**src/graph_connected_components_defines.svh**
```systemverilog
// assertion macros shared by the rtl
`ifndef GRAPH_CONNECTED_COMPONENTS_DEFINES_SVH
`define GRAPH_CONNECTED_COMPONENTS_DEFINES_SVH

// antecedent implies consequent in the same cycle
`define GCC_ASSERT_IMP(label, ante, cons) \
    label: assert property (@(posedge i_clk) disable iff (!i_rst_n) (ante) |-> (cons)) \
        else $error("gcc assertion failed");

// antecedent implies consequent in the following cycle
`define GCC_ASSERT_NEXT(label, ante, cons) \
    label: assert property (@(posedge i_clk) disable iff (!i_rst_n) (ante) |=> (cons)) \
        else $error("gcc assertion failed");

`endif

```
**src/gcc_ram.sv**
```systemverilog
`timescale 1ns / 1ps
module gcc_ram #(
    parameter int W = 8,
    parameter int D = 16
) (
    input  logic                 i_clk,
    input  logic                 i_we,
    input  logic [$clog2(D)-1:0] i_waddr,
    input  logic [W-1:0]         i_wdata,
    input  logic [$clog2(D)-1:0] i_raddr,
    output logic [W-1:0]         o_rdata
);
    logic [W-1:0] r_mem [D];

    // one write port, one registered read port
    always_ff @(posedge i_clk) begin
        if (i_we) begin
            r_mem[i_waddr] <= i_wdata;
        end
        o_rdata <= r_mem[i_raddr];
    end
endmodule
```
**config.mk**
```make
export PLATFORM = sky130hd
export DESIGN_NAME = gcc_ram
export DESIGN_NICKNAME = d
export VERILOG_FILES = /design/src/graph_connected_components_defines.svh /design/src/gcc_ram.sv
export SDC_FILE = /design/constraint.sdc
export NUM_CORES = 1
export LEC_CHECK = 0
export CAP_MARGIN = 5
export CORE_ASPECT_RATIO = 1.4
export CORE_MARGIN = 8
export CORE_UTILIZATION = 60
export CTS_CLUSTER_DIAMETER = 40
export CTS_CLUSTER_SIZE = 25
export DETAILED_ROUTE_END_ITERATION = 7
export DONT_BUFFER_PORTS = 1
export MAX_ROUTING_LAYER = met4
export PLACE_DENSITY_LB_ADDON = 0.08
export REMOVE_ABC_BUFFERS = 1
export SLEW_MARGIN = 10
export SYNTH_ARGS = -nofsm -noshare
export SYNTH_HDL_FRONTEND = slang
export SYNTH_SLANG_ARGS = --single-unit
export TNS_END_PERCENT = 20
```
**constraint.sdc**
```tcl
create_clock -name i_clk -period 4.05 [get_ports i_clk]
set_input_delay 0.6075 -clock i_clk [delete_from_list [all_inputs] [get_ports i_clk]]
set_output_delay 0.6075 -clock i_clk [all_outputs]
set_load 0.05 [all_outputs]
```
Word level (Yosys, flattened, before mapping)
Memory sizes are Yosys's and may differ from the RTL's. A register that Yosys moved wholly into a read port is not among the register bits.
Index checks and enable logic that the tools add are counted.
- memories kept: 1
- memory bits (writable): 128
- output and inout port bits: 8
- bits in registers: 0
- logic and storage cells: 3
- muxes and demuxes: 2
- memories (name ; depth ; width ; rd ports ; clocked after memory_dff ; write ports ; line ; RTL):
    r_mem ; 16 ; 8 ; 1 ; 1 ; 1 ; gcc_ram.sv:13 ; logic [W-1:0] r_mem [D];
- operators with widths (kind ; number):
    2-to-1 mux 1 bit ; 2

Depth between registers and ports, before layout
Gate-level depths: netlist of run 1.
- depth after elaboration: 2
- mapped depth: 5
- depth with buffers taken out: 3

Least setup slack after synthesis of run 1
OpenSTA, ideal clock, no wires.
- path kind: input-to-reg
- start: in i_waddr[2]
- end: mem r_mem[0][0] (enable)
- path buffers: 0
- data arrival time: 1717 ps
- data required time: 3667 ps
- setup slack: 1950 ps
- stages on the path: 2
- cell sequence: or3b_2 nor3_1
- RTL lines (what ; line ; RTL):
    start: declaration ; gcc_ram.sv:8 ; input logic [$clog2(D)-1:0] i_waddr,
    end: declaration ; gcc_ram.sv:13 ;
No word-level cell before the write port.

Final worst setup path of run 1
- start: in i_waddr[2]
- end: mem r_mem[0][0] (enable)
No word-level cell before the write port.

==> results.toml, run 1 <==
[status]
status = "finished, final reports clean"

[sta]
finalSetupViolCount = 0
fmax_ghz = 0.543
fin_ws_ns = 2.21
setup_tns_ns = 0
rsz0062_at_grt = "false"
finalHoldViolations = 0
finClkSkew_ns = 0.00597
holdWs_ns = 0.288
fin_crit_sh = 0.455
slew_violations = 0
tightestPinTransition_ns = 1.21
max-slew-margin-rel = 0.184
min_period_ns = 1.84

[setup_path]
critical_path_required_ns = 4.08
rr_worst_depth = 3
cpLargestDelayFamily = "simple AND/OR/NAND/NOR gates"
cp_num_cells = 2
regToRegEndpoint = "o_rdata[1]"
r2r_start = "r_mem[3][1]"
r2r_slack_ns = 2.64
critPathArrivalTime_ns = 1.87
path_max_fanout = 8
critical-path-max-stage-delay_ns = 0.76
slowest_stage = "nor3_1"
critPathKind = "in2reg"
worstPathCellList = "or3b_2, nor3_1"
cp-start-kind = "input pin"
worst-path-buf-inv = 0
critPathCaptureType = "flip-flop"
endpoint = "r_mem[0][0]"
startpoint = "i_waddr[2]"

[floorplanning]
ios = 26
die_w_um = 94.3
start_util = 0.609
rows = 40
die_height_um = 126
fp.coreArea_mm2 = 0.00846
fp.dieArea_mm2 = 0.0118

[power]
comb_power_share = 0.026
p_switching_uw = 622
vdd_ir_drop_max_mv = 0.391
powerDensity_mw_per_mm2 = 546
leakage_uw = 0.00188
intPower_uw = 2540
p_seq_frac = 0.512
clock_power_share = 0.462
swShare = 0.197

[synthesis]
synth_area_leaders = "edfxtp_1 75%, mux4_2 7.9%, mux4_1 7.1%"
synth_seq_cells = 136
ys_types = 19
synth_top_area_cell = "edfxtp_1"
synth_seq_area_share = 0.778
syn_inst = 229
syn_area_mm2 = 0.00515
yosysWarnings = 0
avgSynthCellArea_um2 = 22.5
yosysTopAreaCellShare = 0.747

[clock_tree]
cts-root-buf = "clkbuf_16"
clk_transition_reported_paths_ns = 0.06
cts_tree = "yes"
cts_buffers = 17
cts_resized = 0
post_cts_buffers = 0
cts_hold_buf = 0
clockBufferDepth = 2
cts.sinks = 136
clk_latency_ns = 0.41
cts-htree-levels = 4

[global_routing]
grt.met3_usage = 0.0671
grt_pass1_vias = 2440
use_met2 = 0.269
grt_use_total = 0.181
grt.met1_usage = 0.208
grt_overflow = 0
grt_antenna_before_repair = 0
grt_max_degree = 33
grt_busiest_layer = "met2"
grt_pass1_wl_um = 14400

[worst_hold_path]
hold_class = "in2reg"

[final_layout]
syn2layout_area_growth_pct = 12.5
nets = 256
antenna_cells = 0
drive_above_1_share = 0.203
n_fill_cell = 516
final_util = 0.684

[detailed_routing]
vias = 2305
dr.pass1.iters = 4
wire_per_inst_um = 26.7
drt_iter0_markers = 259
wirelength_um = 9510
drc = 0
antenna_left = 0
viasPerCell = 6.47

[placed_design]
portBuffers = 0
place_ws_ns = 1.78
globalplace.congestion = 0.795
dp.final_hpwl_um = 6160

[flow_run]
drv_cap = 0
layout make-up:
type	instances	area [µm²]	area share
clock buffer	23	532	0.0919
clock inverter	9	60.1	0.0104
multi-input combinational	83	1060	0.183
sequential	136	4000	0.692
tap	105	131	0.0227
worst register-to-register path, delay by kind of cell, from the launching register on:
family | cells | cell delay, ns
mux | 1 | 0.51
flops | 1 | 0.38
compound gates | 1 | 0.29
simple gates | 1 | 0.10
flip-flops by register name (all words and copies together), names as in the netlist:
name,cells
o_rdata,8
r_mem,128
cell usage in the layout (no fill, tap or decap), drive strengths merged:
cell / Yosys / layout
clkbuf: 0 / 23
clkinv: 0 / 6
and2: 1 / 1
clkinvlp: 0 / 3
and2b: 1 / 1
nand3: 1 / 1
dfxtp: 8 / 8
nand2b: 2 / 2
nand3b: 2 / 2
or3b: 1 / 1
a22oi: 16 / 16
nor2b: 1 / 1
edfxtp: 128 / 128
nor3: 4 / 4
nand2: 9 / 9
nor2: 13 / 13
mux4: 32 / 32
Yosys cell counts (all sizes together):
cell,n
buf,7
nand3,1
nor3,4
nand3b,2
a22oi,16
nand2,9
edfxtp,128
nand2b,2
nor2b,1
or3b,1
clkdlybuf4s25,3
mux4,32
dfxtp,8
nor2,13
and2,1
and2b,1
kinds of logic after synthesis:
group	after synthesis	share of synthesized area
AOI/OAI and AO/OA	16	0.0233
buffers and inverters	10	0.0168
muxes	32	0.150
DFF	136	0.778
and+or+nand+nor	35	0.0318
layer usage:
layer | vias up | wire length, µm
li1 | 993 | -
met1 | 1182 | 3470
met2 | 109 | 4800
met3 | 21 | 939
met4 | 0 | 296
met5 | - | 0
metrics by stage:
stage / instance area [µm²] / std cells / power, µW
3_5_place_dp: 5190 / 324 / 1730
6_report: 5790 / 356 / 3160
3_3_place_gp: 5190 / 324 / 1730
4_1_cts: 5780 / 356 / 3180
5_1_grt: 5790 / 356 / 3250
2_1_floorplan: 5060 / 219 / 1710
power by group through the flow:
| stage | registers (µW) | logic, µW | clock network [µW] |
|---|---|---|---|
| floorplan | 1640 | 63.1 | 0 |
| global route | 1620 | 87.0 | 1540 |
| detailed placement | 1650 | 82.5 | 0 |
| finish | 1620 | 82.1 | 1460 |
| CTS | 1620 | 82.9 | 1480 |
| global placement | 1650 | 80.9 | 0 |
how the worst min path moves through the flow:
stage	from	to	slack, ns	cells after the start
final	i_wdata[0]	r_mem[4][0]	0.29	0
after global routing	i_wdata[1]	r_mem[6][1]	0.27	0
after CTS	i_wdata[1]	r_mem[2][1]	0.28	0
after detailed placement	r_mem[15][3]	o_rdata[3]	0.68	3
after global placement	r_mem[14][5]	o_rdata[5]	0.66	3
after floorplan	r_mem[7][0]	o_rdata[0]	0.63	3
Note: power is estimated with default switching activity, not from simulation.
==> inputs of run 2 (changes only) <==
==> constraint.sdc (replaced) <==
create_clock -name i_clk -period 1.8 [get_ports i_clk]
set_input_delay 0.27 -clock i_clk [delete_from_list [all_inputs] [get_ports i_clk]]
set_output_delay 0.27 -clock i_clk [all_outputs]
set_load 0.05 [all_outputs]
==> results.toml, run 2 (synthesis results as in run 1) <==
[setup_path]
critPathKind = "reg2reg"
cp-start-kind = "flip-flop"
critical_path_required_ns = 2.08
critPathCaptureType = "flip-flop"
worstPathCellList = "mux4_1, a22oi_1, nand2_1"
slowest_stage = "mux4_1"
critPathArrivalTime_ns = 1.65
path_max_fanout = 1
critical-path-max-stage-delay_ns = 0.50
rr_worst_depth = 3

[detailed_routing]
antenna_left = 0
wire_per_inst_um = 24.1
dr.pass1.iters = 5
viasPerCell = 6.09
wirelength_um = 9200
drc = 0
drt_iter0_markers = 138
vias = 2327

[global_routing]
grt_busiest_layer = "met2"
grt.met3_usage = 0.0545
use_met2 = 0.278
grt_use_total = 0.173
grt_pass1_vias = 2443
grt_overflow = 0
grt_pass1_wl_um = 14000
grt.met1_usage = 0.199
grt_max_degree = 33
grt_antenna_before_repair = 0

[final_layout]
regMostFlops = "r_mem"
final_util = 0.714
final_common_cell = "edfxtp_1"
drive_above_1_share = 0.238
antenna_cells = 0
postLayoutCellArea_mm2 = 0.00604
nets = 282
syn2layout_area_growth_pct = 17.4
final_cell_mix = "128 x edfxtp_1, 18 x mux4_2, 18 x buf_4"
top_regs = "r_mem x128, o_rdata x8"
largest_reg_flops = 128

[floorplanning]
fp.coreArea_mm2 = 0.00846
fp.dieArea_mm2 = 0.0118
die_w_um = 94.3
start_util = 0.609
rows = 40
ios = 26
die_height_um = 126

[clock_tree]
clk_transition_reported_paths_ns = 0.06
cts_resized = 0
clockBufferDepth = 2
cts_buffers = 17
cts-htree-levels = 4
cts.sinks = 136
clk_latency_ns = 0.40
cts-root-buf = "clkbuf_16"
cts_tree = "yes"

[power]
leakage_uw = 0.00203
vdd_ir_drop_max_mv = 1.29
powerDensity_mw_per_mm2 = 1240

[sta]
max-slew-margin-rel = 0.583
fin_crit_sh = 0.762
rsz0062_at_grt = "false"
setup_tns_ns = 0
finClkSkew_ns = 0.00414
tightestPinTransition_ns = 0.623
min_period_ns = 1.37
fmax_ghz = 0.729
finalHoldViolations = 0
holdWs_ns = 0.171
slew_violations = 0
fin_ws_ns = 0.428
finalSetupViolCount = 0

[worst_hold_path]
min_path_cells = 3
hold_class = "in2reg"

[status]
status = "finished, final reports clean"

[flow_run]
drv_cap = 0

[placed_design]
place_ws_ns = 0.373
globalplace.congestion = 0.788
place_area_mm2 = 0.00533
dp.final_hpwl_um = 6280
portBuffers = 0
[run 2: cell count changes in the layout (fill, tap and decap cells not counted)]
cell and delta:
dlygate4sd3_1 +8, clkbuf_8 -2, clkbuf_16 -3, clkinv_2 -1, nor3_1 +1, nor3_2 -1, buf_4 +18, clkinv_1 +2
bufinv_16 +5, clkinvlp_4 -1
[run 2: repair_timing]
action	4_1_cts	5_1_grt
hold endpoints to repair	128	0
buffers inserted	0	0
hold buffers	8	0
[run 2: final cells by class]
cell class | count | area [µm²]
well taps | 105 | 131
fillers | 512 | 2420
multi-input cells | 83 | 1060
repair buffers | 26 | 215
clock inverters | 14 | 205
clock buffers | 18 | 429
flip-flops and latches | 136 | 4000
[run 2: path summary, 6_finish.rpt]
path	from	endpoint	slack [ns]
max	r_mem[2][3]	o_rdata[3]	0.43
min	i_raddr[1]	o_rdata[7]	0.17
max reg2reg	r_mem[2][3]	o_rdata[3]	0.43
min reg2reg	r_mem[14][5]	o_rdata[5]	0.67
[run 2: metrics by stage]
step | instances | power, µW
2_1_floorplan | 219 | 3840
3_3_place_gp | 342 | 3890
3_5_place_dp | 342 | 3900
4_1_cts | 382 | 7570
5_1_grt | 382 | 7710
6_report | 382 | 7520
[run 2: per-layer routing]
metal,share of wire,vias up
met5,0,-
met4,0.0088,0
met3,0.050,7
met2,0.55,71
met1,0.39,1199
li1,-,1050
[run 2: critical path, delay by kind of cell (launching register included)]
kind,cells,cell delay (ns)
muxes,1,0.50
and+or+nand+nor,1,0.11
DFF,1,0.37
AOI/OAI and AO/OA,1,0.26
[run 2: power breakdown]
part	switching, µW	leakage [µW]	internal, µW
sequential	98.4	0.00122	3540
combinational	124	0.000500	119
clock	1200	0.000305	2440
